<file path="config.mk">
export PLATFORM = sky130hd
export DESIGN_NAME = hsort_ctrl
export DESIGN_NICKNAME = d
export VERILOG_FILES = /design/src/sv/hsort_pkg.sv /design/src/sv/hsort_ctrl.sv
export SDC_FILE = /design/constraint.sdc
export NUM_CORES = 1
export LEC_CHECK = 0
export BUFFER_PORTS_ARGS = -buffer_cell sky130_fd_sc_hd__buf_2
export CAP_MARGIN = 10
export CORE_AREA = 2 2 39 41
export DETAILED_ROUTE_END_ITERATION = 12
export DIE_AREA = 0 0 41 43
export PLACE_DENSITY = 0.7
export SYNTH_ARGS = -nofsm -noshare
export SYNTH_HDL_FRONTEND = slang
export SYNTH_SLANG_ARGS = --single-unit
</file>
<file path="constraint.sdc">
create_clock -name i_clk -period 1.3 [get_ports i_clk]
set_input_delay 0.26 -clock i_clk [delete_from_list [all_inputs] [get_ports i_clk]]
set_output_delay 0.26 -clock i_clk [all_outputs]
set_load 0.1 [all_outputs]
</file>
<file path="src/sv/hsort_pkg.sv">
`default_nettype none
// ---------------------------------------------------------------------------
// hsort_pkg
// Shared types and constants for the heap sorter: item payloads, controller
// states, and the command/status bundles between controller and datapath.
// ---------------------------------------------------------------------------
package hsort_pkg;

    localparam int ITEM_W = 32;   // payload width of value and sorted_value
    localparam int EXT_W  = 64;   // widest element the store can hold

    typedef struct packed {
        logic signed [ITEM_W-1:0] value;
        logic                     is_last;
    } t_in_item;

    typedef struct packed {
        logic signed [ITEM_W-1:0] sorted_value;
        logic                     is_final;
    } t_out_item;

    typedef enum logic [3:0] {
        S_COLLECT,
        S_BUILD_CHK,
        S_BUILD_LD,
        S_BUILD_SIFT,
        S_SORT_CHK,
        S_SORT_LD,
        S_SORT_SIFT,
        S_OUT_RD,
        S_OUT_LD,
        S_OUT_HOLD
    } t_state;

    typedef struct packed {
        logic take_in;    // input ready; store item at fill count
        logic build_rd;   // read next heapify root
        logic sift_load;  // load sift value, fetch its children
        logic sift_step;  // one level of sift-down
        logic sort_init;  // heap end <= set size
        logic sort_rd;    // read root and heap end
        logic sort_load;  // move root to heap end, sift old last from root
        logic out_init;   // output index <= 0
        logic out_rd;     // read output entry
        logic out_load;   // load output register
        logic out_valid;  // output register holds an item
        logic out_next;   // advance output index
    } t_cmd;

    typedef struct packed {
        logic in_final;   // accepted item closes the set
        logic i_zero;     // loop index is zero
        logic i_le1;      // loop index is zero or one
        logic sift_done;  // sifted value has come to rest
        logic out_taken;  // output item taken this cycle
        logic out_last;   // output item is the last of the set
    } t_status;

endpackage
`default_nettype wire

</file>
<file path="src/sv/hsort_ctrl.sv">
`default_nettype none
// ---------------------------------------------------------------------------
// hsort_ctrl
// Sequencer: collect, heapify, extract, emit.
// ---------------------------------------------------------------------------
module hsort_ctrl (
    input  wire logic              i_clk,
    input  wire logic              i_rst_n,
    input  wire hsort_pkg::t_status i_status,
    output hsort_pkg::t_cmd        o_cmd
);
    import hsort_pkg::*;

    t_state r_state;
    t_state n_state;

    always_ff @(posedge i_clk) begin
        if (!i_rst_n) begin
            r_state <= S_COLLECT;
        end else begin
            r_state <= n_state;
        end
    end

    always_comb begin
        n_state = r_state;
        o_cmd   = '0;
        unique case (r_state)
            S_COLLECT: begin
                o_cmd.take_in = 1'b1;
                if (i_status.in_final) begin
                    n_state = S_BUILD_CHK;
                end
            end
            S_BUILD_CHK: begin
                if (i_status.i_zero) begin
                    o_cmd.sort_init = 1'b1;
                    n_state = S_SORT_CHK;
                end else begin
                    o_cmd.build_rd = 1'b1;
                    n_state = S_BUILD_LD;
                end
            end
            S_BUILD_LD: begin
                o_cmd.sift_load = 1'b1;
                n_state = S_BUILD_SIFT;
            end
            S_BUILD_SIFT: begin
                o_cmd.sift_step = 1'b1;
                if (i_status.sift_done) begin
                    n_state = S_BUILD_CHK;
                end
            end
            S_SORT_CHK: begin
                if (i_status.i_le1) begin
                    o_cmd.out_init = 1'b1;
                    n_state = S_OUT_RD;
                end else begin
                    o_cmd.sort_rd = 1'b1;
                    n_state = S_SORT_LD;
                end
            end
            S_SORT_LD: begin
                o_cmd.sort_load = 1'b1;
                n_state = S_SORT_SIFT;
            end
            S_SORT_SIFT: begin
                o_cmd.sift_step = 1'b1;
                if (i_status.sift_done) begin
                    n_state = S_SORT_CHK;
                end
            end
            S_OUT_RD: begin
                o_cmd.out_rd = 1'b1;
                n_state = S_OUT_LD;
            end
            S_OUT_LD: begin
                o_cmd.out_load = 1'b1;
                n_state = S_OUT_HOLD;
            end
            S_OUT_HOLD: begin
                o_cmd.out_valid = 1'b1;
                if (i_status.out_taken) begin
                    if (i_status.out_last) begin
                        n_state = S_COLLECT;
                    end else begin
                        o_cmd.out_next = 1'b1;
                        n_state = S_OUT_RD;
                    end
                end
            end
            default: begin
                n_state = S_COLLECT;
            end
        endcase
    end
endmodule
`default_nettype wire

</file>
# Yosys cells after proc, flatten, opt, wreduce, memory -nomap -nowiden
# Cells that the tools add are included.
# totals
ff_bits,4
latch_bits,0
ram_bits,0
romBits,0
input_bits,8
output_inout_bits,12
wordCells,42
n_memories,0
# classes
addsub,0
mul,0
n_div,0
magnitude_cmp,0
eq_ne,13
shifts,0
mux,25
bitwise,0
reduce_logical,3
# ops
operator,n
$pmux W4 S10,1
$eq A4 B3 Y1 const B,4
$mux W1,16
$mux W4,4
$eq A4 B2 Y1 const B,2
$eq A4 B4 Y1 const B,2
$ne A2 B2 Y1 const B,4
$mux W3,2
$eq A4 B1 Y1 const B,1
$logic_not A4 Y1,1
$mux W2,2
$reduce_and A4 Y1,1
$reduce_or A2 Y1,1

# Depth between registers and ports, before layout
# Gate-level depths: netlist (run 1).
# logic_depth
word_depth,3
mapped_depth,6
depth_no_buf,4

# Worst setup path before layout (run 1)
# No wires, ideal clock.
# synth_path
path_type,register to output
startpoint,reg r_state[2]
endpoint,out o_cmd[6] (netlist bit)
arrival_ps,3739
required_ps,1040
slack_ps,-2699
stages_incl_launch_ff,3
cell_sequence,dfxtp_1 clkbuf_1 nor4b_1
# synth_lines
item,line_no,source
"start, declared",hsort_ctrl.sv:14,t_state r_state;
"start signal, assigned",hsort_ctrl.sv:21,r_state <= n_state;
"end, declared",hsort_ctrl.sv:10,output hsort_pkg::t_cmd o_cmd

==> impl_metrics.env, run 1 <==
export IMPL_synthToLayoutAreaGrowth_pct=164
export IMPL_min_period_ns=1.66
export IMPL_clock_skew_ns=0.00396
export IMPL_htreeDepth=1
export IMPL_vias_per_cell=5.82
export IMPL_hold_violations=0
export IMPL_synth_net_count=70
export IMPL_setup_violations=14
export IMPL_hold_depth=2
export IMPL_syn_area_sq_um=427
export IMPL_worstPathArrival_ns=1.40
export IMPL_initial_utilization_pct=30.8
export IMPL_via_count=675
export IMPL_syn_inst=62
export IMPL_cp_start_kind="flop"
export IMPL_wl_mm=2.15
export IMPL_critical_path_class="flop to primary output"
export IMPL_cp_max_fo=4
export IMPL_drtIter0Drc=19
export IMPL_drv_cap=0
export IMPL_layout_drive_gt1_share_pct=77.0
export IMPL_row_count=14
export IMPL_hp_class="input port to flop"
export IMPL_firstDrtPassIters=4
export IMPL_layout_setup_ws_ns=-0.365
export IMPL_gp_congestion=0.859
export IMPL_hp_start="i_rst_n"
export IMPL_r2r_slack_ns=-0.24
export IMPL_ys_seq_elements=4
export IMPL_drc=0
export IMPL_ctsRootBufferMaster="clkbuf_4"
export IMPL_cp_required_ns=1.04
export IMPL_die_h_um=43
export IMPL_final_cell_count_no_fill=116
export IMPL_fp_coreArea_sq_mm=0.00138
export IMPL_dp_cells=105
export IMPL_dp_slack_ns=-0.139
export IMPL_grt_pass1_wl_mm=3.08
export IMPL_whs_ns=0.309
export IMPL_antenna_found_initial=0
export IMPL_slew_headroom_pct=79.2
export IMPL_diodes=0
export IMPL_final_antenna_net_count=0
export IMPL_clk_pin_slew_worst_paths_ns=0.04
export IMPL_gr_total_overflow=0
export IMPL_grt_pass1_vias=685
export IMPL_min_to="r_state[3]$_SDFFE_PN0P_"
export IMPL_largest_reg_flops=4
export IMPL_r2r_end="r_state[1]$_SDFFE_PN0P_"
export IMPL_cts_inserted_buffers=3
export IMPL_ir_drop_mv=1.48
export IMPL_top_regs="r_state x4"
export IMPL_clkSinkCount=4
export IMPL_post_route_cell_area_sq_mm=0.00112
export IMPL_final_nets=110
export IMPL_leakagePower_uw=0.000440
export IMPL_grt_util_all_layers_pct=26.0
export IMPL_dieArea_sq_mm=0.00176
export IMPL_worst_r2r_path_depth=5
export IMPL_status="finished, violations left"
export IMPL_reg2reg_from="r_state[3]$_SDFFE_PN0P_"
export IMPL_seq_area_frac_synth_pct=18.8
export IMPL_mostFrequentLayoutCells="buf_12 (12), buf_4 (12), buf_6 (9)"
export IMPL_largest_register="r_state"
export IMPL_clkLatencyLatePin_ns=0.24
export IMPL_cts_tree="built"
export IMPL_rsz0062_at_grt="yes"
export IMPL_port_buffers=19
export IMPL_fin_tns_setup_ns=-3.34
export IMPL_dpl_hpwl_mm=1.25
export IMPL_grt_max_degree=8
export IMPL_yosysWarnings=0
export IMPL_fp_dieW_um=41
export IMPL_end_kind="primary output"
export IMPL_placed_area_sq_um=917
export IMPL_ios=20
export IMPL_fmax_mhz=601
export IMPL_postSynthAreaPerCell_sq_um=6.88
export IMPL_clock_path_buffers=2
export IMPL_p_per_area_mw_per_mm2=2370
export IMPL_finalMaxSlewViolations=0
export IMPL_tightest_slew_ns=0.311
export IMPL_fin_crit_sh_pct=128
export IMPL_violations="setup timing"
export IMPL_wl_per_cell_um=18.5
export IMPL_ys_types=29
[layout make-up]
cell class,count,area (sq um)
flip-flops and latches,4,90.1
well taps,16,20.0
clock buffers,3,22.5
repair buffers,41,482
fillers,84,259
multi-input cells,51,507
inverters,1,3.75
[cells in the mapped netlist, drive strengths merged]
library cell	n	area share, %
nor4b	2	5.6
buf	4	6.2
xnor2	1	2.1
clkbuf	2	1.8
dfxtp	4	19
o311a	1	2.3
nand2b	2	2.9
or2	2	3.5
o21a	2	3.5
nand4b	1	2.1
mux2i	1	2.3
inv	1	0.88
o22ai	1	1.5
and4b	1	2.3
nor3	3	3.5
nand2	6	5.3
nor2b	1	1.5
and2	2	2.9
a211oi	2	3.5
mux2	1	2.6
a21oi	5	5.9
nor2	9	7.9
o21ai	4	4.7
nor3b	2	3.5
or3	2	2.9
[worst max-delay path, cell delays in order, from the launching register on]
cell and delay (ns):
dfxtp_2 0.33, or2_4 0.29, nor3_4 0.20, and2_4 0.18, buf_12 0.17
[metrics by stage]
stage               power [uW]  utilization, %
floorplan                 1480               -
global placement          1960            66.3
detailed placement        2000            66.3
CTS                       2460            75.5
global route              2760            81.3
finish                    2660            81.3
[worst max-delay path by stage]
stage                       startpoint                 endpoint  slack [ns]  cells after the start
2_1_floorplan  r_state[0]$_SDFFE_PN0P_                 o_cmd[6]       -0.66                      3
4_1_cts        r_state[0]$_SDFFE_PN0P_                 o_cmd[6]       -0.34                      3
6_report       r_state[1]$_SDFFE_PN0P_                 o_cmd[0]       -0.36                      4
3_5_place_dp   r_state[0]$_SDFFE_PN0P_  r_state[1]$_SDFFE_PN0P_       -0.14                      4
3_3_place_gp   r_state[2]$_SDFFE_PN0P_                 o_cmd[7]       -0.08                      4
5_1_grt        r_state[1]$_SDFFE_PN0P_                 o_cmd[0]       -0.41                      4
[where the power goes]
group          internal, uW  switching [uW]
sequential              174            54.7
clock                   104            61.3
combinational           996            1270
total                  1270            1390
[kinds of logic after synthesis]
family	Yosys count	share of synthesized area [%]
AND/OR/NAND/NOR	33	44.0
multiplexers	2	4.99
flip-flops	4	18.8
XOR/XNOR	1	2.05
buffers and inverters	7	8.80
AO/OA/AOI/OAI	15	21.4
[layer usage]
layer / wire length (um) / part of all wire (%) / track usage (%)
met2: 1110 / 52 / 40.9
met1: 834 / 39 / 29.7
met5: 0 / 0 / 0
met4: 89 / 4.1 / 14.7
met3: 116 / 5.4 / 7.33
[repair_timing]
action,in CTS,in global routing
buffers inserted,4,6
hold buffers,0,0
gates cloned,1,0
pin swaps,9,14
endpoints found under the setup margin,15,15
gates resized for setup,18,17
No activity file was read; power rests on OpenSTA's default activity.
==> run 2, diff against run 1 <==
--- a/config.mk
+++ b/config.mk
@@ -8,3 +8,2 @@
 export BUFFER_PORTS_ARGS = -buffer_cell sky130_fd_sc_hd__buf_2
-export CAP_MARGIN = 10
 export CORE_AREA = 2 2 39 41
==> constraint.sdc (replaced) <==
create_clock -name i_clk -period 1.3 [get_ports i_clk]
set_input_delay 0.195 -clock i_clk [delete_from_list [all_inputs] [get_ports i_clk]]
set_output_delay 0.195 -clock i_clk [all_outputs]
set_load 0.1 [all_outputs]
==> impl_metrics.env, run 2 (synthesis results as in run 1) <==
export IMPL_status="finished, violations left"
export IMPL_violations="setup timing"
export IMPL_final_cell_count_no_fill=118
export IMPL_worstPathArrival_ns=1.36
export IMPL_synthToLayoutAreaGrowth_pct=157
export IMPL_wl_met2_um=985
export IMPL_end_kind="primary output"
export IMPL_layout_drive_gt1_share_pct=72.5
export IMPL_hold_depth=2
export IMPL_ctsRootBufferMaster="clkbuf_4"
export IMPL_port_buffers=19
export IMPL_ios=20
export IMPL_final_nets=112
export IMPL_postCtsHoldBufs=0
export IMPL_dieArea_sq_mm=0.00176
export IMPL_slew_headroom_pct=75.7
export IMPL_firstDrtPassIters=4
export IMPL_htreeDepth=1
export IMPL_ir_drop_mv=1.73
export IMPL_wl_per_cell_um=15.1
export IMPL_leakagePower_uw=0.000444
export IMPL_cts_tree="built"
export IMPL_via_count=605
export IMPL_die_h_um=43
export IMPL_highest_signal_layer="met4"
export IMPL_cp_depth=5
export IMPL_placed_area_sq_um=932
export IMPL_vias_per_cell=5.13
export IMPL_gp_congestion=0.861
export IMPL_dpl_hpwl_mm=1.09
export IMPL_cp_max_fo=6
export IMPL_clk_pin_slew_worst_paths_ns=0.04
export IMPL_layout_setup_ws_ns=-0.251
export IMPL_antenna_found_initial=0
export IMPL_grt_pass1_wl_mm=2.69
export IMPL_hold_violations=0
export IMPL_slowest_delay_ns=0.35
export IMPL_post_route_cell_area_sq_mm=0.00110
export IMPL_largest_reg_flops=4
export IMPL_rsz0062_at_grt="yes"
export IMPL_wl_met1_um=716
export IMPL_path_delay_family="buffers and inverters"
export IMPL_cp_start_kind="flop"
export IMPL_fin_crit_sh_pct=119
export IMPL_clock_path_buffers=2
export IMPL_fp_dieW_um=41
export IMPL_grt_pass1_vias=578
export IMPL_dp_cells=107
export IMPL_mostFrequentLayoutCells="buf_4 (15), buf_12 (12), buf_6 (9)"
export IMPL_grt_max_degree=13
export IMPL_final_antenna_net_count=0
export IMPL_setup_violations=15
export IMPL_path_cells="buf_6 > buf_6 > nor2_4 > and4b_4 > buf_12"
export IMPL_drv_cap=0
export IMPL_fp_coreArea_sq_mm=0.00138
export IMPL_tightest_slew_ns=0.364
export IMPL_initial_utilization_pct=30.8
export IMPL_min_period_ns=1.55
export IMPL_drc=0
export IMPL_top_regs="r_state x4"
export IMPL_clkSinkCount=4
export IMPL_worst_r2r_path_depth=6
export IMPL_final_common_cell="buf_4"
export IMPL_clkLatencyLatePin_ns=0.24
export IMPL_finalMaxSlewViolations=0
export IMPL_cts_inserted_buffers=3
export IMPL_hp_class="input port to flop"
export IMPL_cpMaxStageDelayCell="dfxtp_4"
export IMPL_whs_ns=0.240
export IMPL_wl_mm=1.78
export IMPL_path_common_cell="buf_6"
export IMPL_p_per_area_mw_per_mm2=2390
export IMPL_gr_total_overflow=0
export IMPL_cp_required_ns=1.11
export IMPL_row_count=14
export IMPL_grt_util_all_layers_pct=23.5
export IMPL_dr_wl_met3_um=63
export IMPL_largest_register="r_state"
export IMPL_clock_skew_ns=0.00134
export IMPL_drtIter0Drc=8
export IMPL_diodes=0
export IMPL_cp_num_buf_inv=3
export IMPL_critical_path_class="flop to primary output"
export IMPL_fmax_mhz=645
## run 2: changes by cell type in the layout (fill, tap and decap cells not counted), sizes merged
cell	delta
buf	+2
## run 2: stage by stage
step | util (%) | power, uW | setup WS [ns] | setup TNS, ns
5_1_grt | 79.2 | 2720 | -0.289 | -3.21
4_1_cts | 76.0 | 2470 | -0.254 | -2.76
3_5_place_dp | 67.4 | 2040 | -0.104 | -0.488
2_1_floorplan | - | 1480 | -0.599 | -3.84
6_report | 79.2 | 2620 | -0.251 | -2.58
3_3_place_gp | 67.4 | 2020 | -0.0678 | -0.253
## run 2: report_power, final
part | switching (uW) | total [uW] | internal (uW)
Combinational | 1240 | 2240 | 1000
Sequential | 46.8 | 222 | 175
Clock | 54.9 | 158 | 104
Total | 1340 | 2620 | 1280
## run 2: timing repair
action                                  in CTS  in global routing
gates resized for setup                     15                  6
endpoints found under the setup margin      15                 15
pin swaps                                    7                 10
setup buffers                                5                  3
## run 2: final timing paths
kind | start | to | slack [ns]
setup / recovery | r_state[0]$_SDFFE_PN0P_ | o_cmd[4] | -0.25
hold / removal | i_rst_n | r_state[3]$_SDFFE_PN0P_ | 0.24
setup reg to reg | r_state[0]$_SDFFE_PN0P_ | r_state[1]$_SDFFE_PN0P_ | -0.20
hold reg to reg | r_state[2]$_SDFFE_PN0P_ | r_state[2]$_SDFFE_PN0P_ | 0.57
## run 2: per-layer routing
layer  track usage [%]  vias to the layer above
met5                 0                        -
met4              4.00                        0
met3              9.42                        2
met2              37.5                       14
met1              28.9                      288
li1                  -                      301
## run 2: final cells by class
| type | instances | area, sq um |
|---|---|---|
| inverter | 1 | 3.75 |
| clock buffer | 3 | 22.5 |
| timing repair buffer | 43 | 489 |
| sequential | 4 | 87.6 |
| multi-input combinational | 51 | 473 |
| fill | 94 | 288 |
| tap | 16 | 20.0 |
==> run 3, diff against run 2 <==
--- a/config.mk
+++ b/config.mk
@@ -11,3 +11,3 @@
 export DIE_AREA = 0 0 41 43
-export PLACE_DENSITY = 0.7
+export PLACE_DENSITY = 0.68
 export SYNTH_ARGS = -nofsm -noshare
==> constraint.sdc (replaced) <==
create_clock -name i_clk -period 1.95 [get_ports i_clk]
set_input_delay 0.2925 -clock i_clk [delete_from_list [all_inputs] [get_ports i_clk]]
set_output_delay 0.2925 -clock i_clk [all_outputs]
set_load 0.01 [all_outputs]
==> impl_metrics.env, run 3 (synthesis results as in run 1) <==
export IMPL_layout_drive_gt1_share_pct=36.3
export IMPL_fp_coreArea_sq_mm=0.00138
export IMPL_clk_pin_slew_worst_paths_ns=0.04
export IMPL_vias_per_cell=5.05
export IMPL_status="completed"
export IMPL_fin_crit_sh_pct=91.0
export IMPL_cp_required_ns=1.66
export IMPL_worstPathArrival_ns=1.48
export IMPL_end_kind="primary output"
export IMPL_post_route_cell_area_sq_um=548
export IMPL_firstDrtPassIters=4
export IMPL_row_count=14
export IMPL_grt_pass1_wl_mm=1.53
export IMPL_multiInputGateArea_sq_um=309
export IMPL_drtIter0Drc=18
export IMPL_largest_reg_flops=4
export IMPL_fp_dieW_um=41
export IMPL_finalMaxSlewViolations=0
export IMPL_largest_register="r_state"
export IMPL_ctsRootBufferMaster="clkbuf_4"
export IMPL_htreeDepth=1
export IMPL_cp_max_fo=8
export IMPL_clkLatencyLatePin_ns=0.24
export IMPL_drv_cap=0
export IMPL_gp_congestion=0.772
export IMPL_mostFrequentLayoutCells="buf_2 (19), nor2_1 (9), nand2_1 (6)"
export IMPL_die_h_um=43
export IMPL_synthToLayoutAreaGrowth_pct=28.4
export IMPL_dieArea_sq_mm=0.00176
export IMPL_hp_class="input port to flop"
export IMPL_cts_inserted_buffers=3
export IMPL_dp_cells=93
export IMPL_final_common_cell="buf_2"
export IMPL_fmax_mhz=564
export IMPL_setup_violations=0
export IMPL_placed_area_sq_um=523
export IMPL_clkSinkCount=4
export IMPL_p_per_area_mw_per_mm2=1200
export IMPL_cp_start_kind="flop"
export IMPL_gr_total_overflow=0
export IMPL_diodes=0
export IMPL_dpl_hpwl_um=792
export IMPL_ios=20
export IMPL_drc=0
export IMPL_final_antenna_net_count=0
export IMPL_clock_skew_ns=0.00292
export IMPL_final_nets=90
export IMPL_rsz0062_at_grt="no"
export IMPL_ff_latch_area_sq_um=82.6
export IMPL_clock_path_buffers=2
export IMPL_slew_headroom_pct=79.4
export IMPL_grt_max_degree=17
export IMPL_cts_tree="built"
export IMPL_nFillCells=148
export IMPL_via_count=485
export IMPL_leakagePower_uw=0.000256
export IMPL_min_period_ns=1.77
export IMPL_top_regs="r_state x4"
export IMPL_final_cell_count_no_fill=96
export IMPL_critical_path_class="flop to primary output"
export IMPL_post_cts_buffers=0
export IMPL_tightest_slew_ns=0.307
export IMPL_wl_per_cell_um=10.7
export IMPL_initial_utilization_pct=30.8
export IMPL_grt_util_all_layers_pct=13.0
export IMPL_hold_violations=0
export IMPL_wl_mm=1.03
export IMPL_port_buffers=19
export IMPL_postCtsHoldBufs=0
export IMPL_antenna_found_initial=0
export IMPL_grt_pass1_vias=380
export IMPL_ir_drop_mv=0.694
export IMPL_fin_tns_setup_ns=0
==> run 3: cell types whose count changed in the layout (fill, tap and decap cells not counted), moves of 3 or more <==
cell / previous run / this run
nand2_1: 3 / 6
nor2_4: 7 / 0
nand2_2: 3 / 0
buf_4: 15 / 2
nor3_4: 3 / 0
nor2_1: 2 / 9
buf_12: 12 / 0
nor3_1: 0 / 3
buf_2: 7 / 19
buf_6: 9 / 0
==> run 3: report_power, final <==
part / switching [uW] / internal, uW
Clock: 32.6 / 68.7
Sequential: 46.6 / 110
Combinational: 214 / 186
Total: 293 / 364
==> run 3: repair_timing <==
| action | 4_1_cts | 5_1_grt |
|---|---|---|
| resized for setup | 0 | 2 |
| hold endpoints to repair | 0 | 0 |
| endpoints found under the setup margin | 0 | 1 |
==> run 3: final cells by class <==
| type | instances | share of cell area, % |
|---|---|---|
| multi-input combinational | 51 | 56.4 |
| timing repair buffer | 21 | 20.1 |
| sequential | 4 | 15.1 |
| clock buffer | 3 | 4.11 |
| tap | 16 | 3.65 |
| inverter | 1 | 0.685 |
==> run 3: per-stage QoR <==
stage | hold slack, ns | worst slack [ns] | total power, uW | utilization, %
5_1_grt | 0.356 | 0.0369 | 717 | 39.6
2_1_floorplan | 0.410 | 0.551 | 476 | -
6_report | 0.340 | 0.176 | 657 | 39.6
3_3_place_gp | 0.586 | 0.408 | 552 | 37.8
4_1_cts | 0.349 | 0.110 | 657 | 39.4
3_5_place_dp | 0.590 | 0.355 | 552 | 37.8
==> run 3: worst paths after layout <==
| kind | startpoint | to | slack, ns | depth (start not counted) |
|---|---|---|---|---|
| worst min-delay path | i_rst_n | r_state[3]$_SDFFE_PN0P_ | 0.34 | 2 |
| worst max register to register | r_state[0]$_SDFFE_PN0P_ | r_state[1]$_SDFFE_PN0P_ | 0.55 | 4 |
| worst min register to register | r_state[0]$_SDFFE_PN0P_ | r_state[0]$_SDFFE_PN0P_ | 0.57 | 2 |
| worst max-delay path | r_state[1]$_SDFFE_PN0P_ | o_cmd[0] | 0.18 | 4 |
==> run 3: metal layers <==
layer | global-route usage [%] | up-vias | part of all wire (%)
met5 | 0 | - | 0
met4 | 2.00 | 0 | 0.39
met3 | 9.95 | 2 | 7.6
met2 | 16.9 | 15 | 46
met1 | 17.3 | 213 | 45
li1 | - | 255 | -
==> run 3: critical path, cell delays in order, from the launching register on <==
cell     delay (ns)
dfxtp_1        0.30
or2_1          0.33
nor3_1         0.32
and2_1         0.17
buf_2          0.12
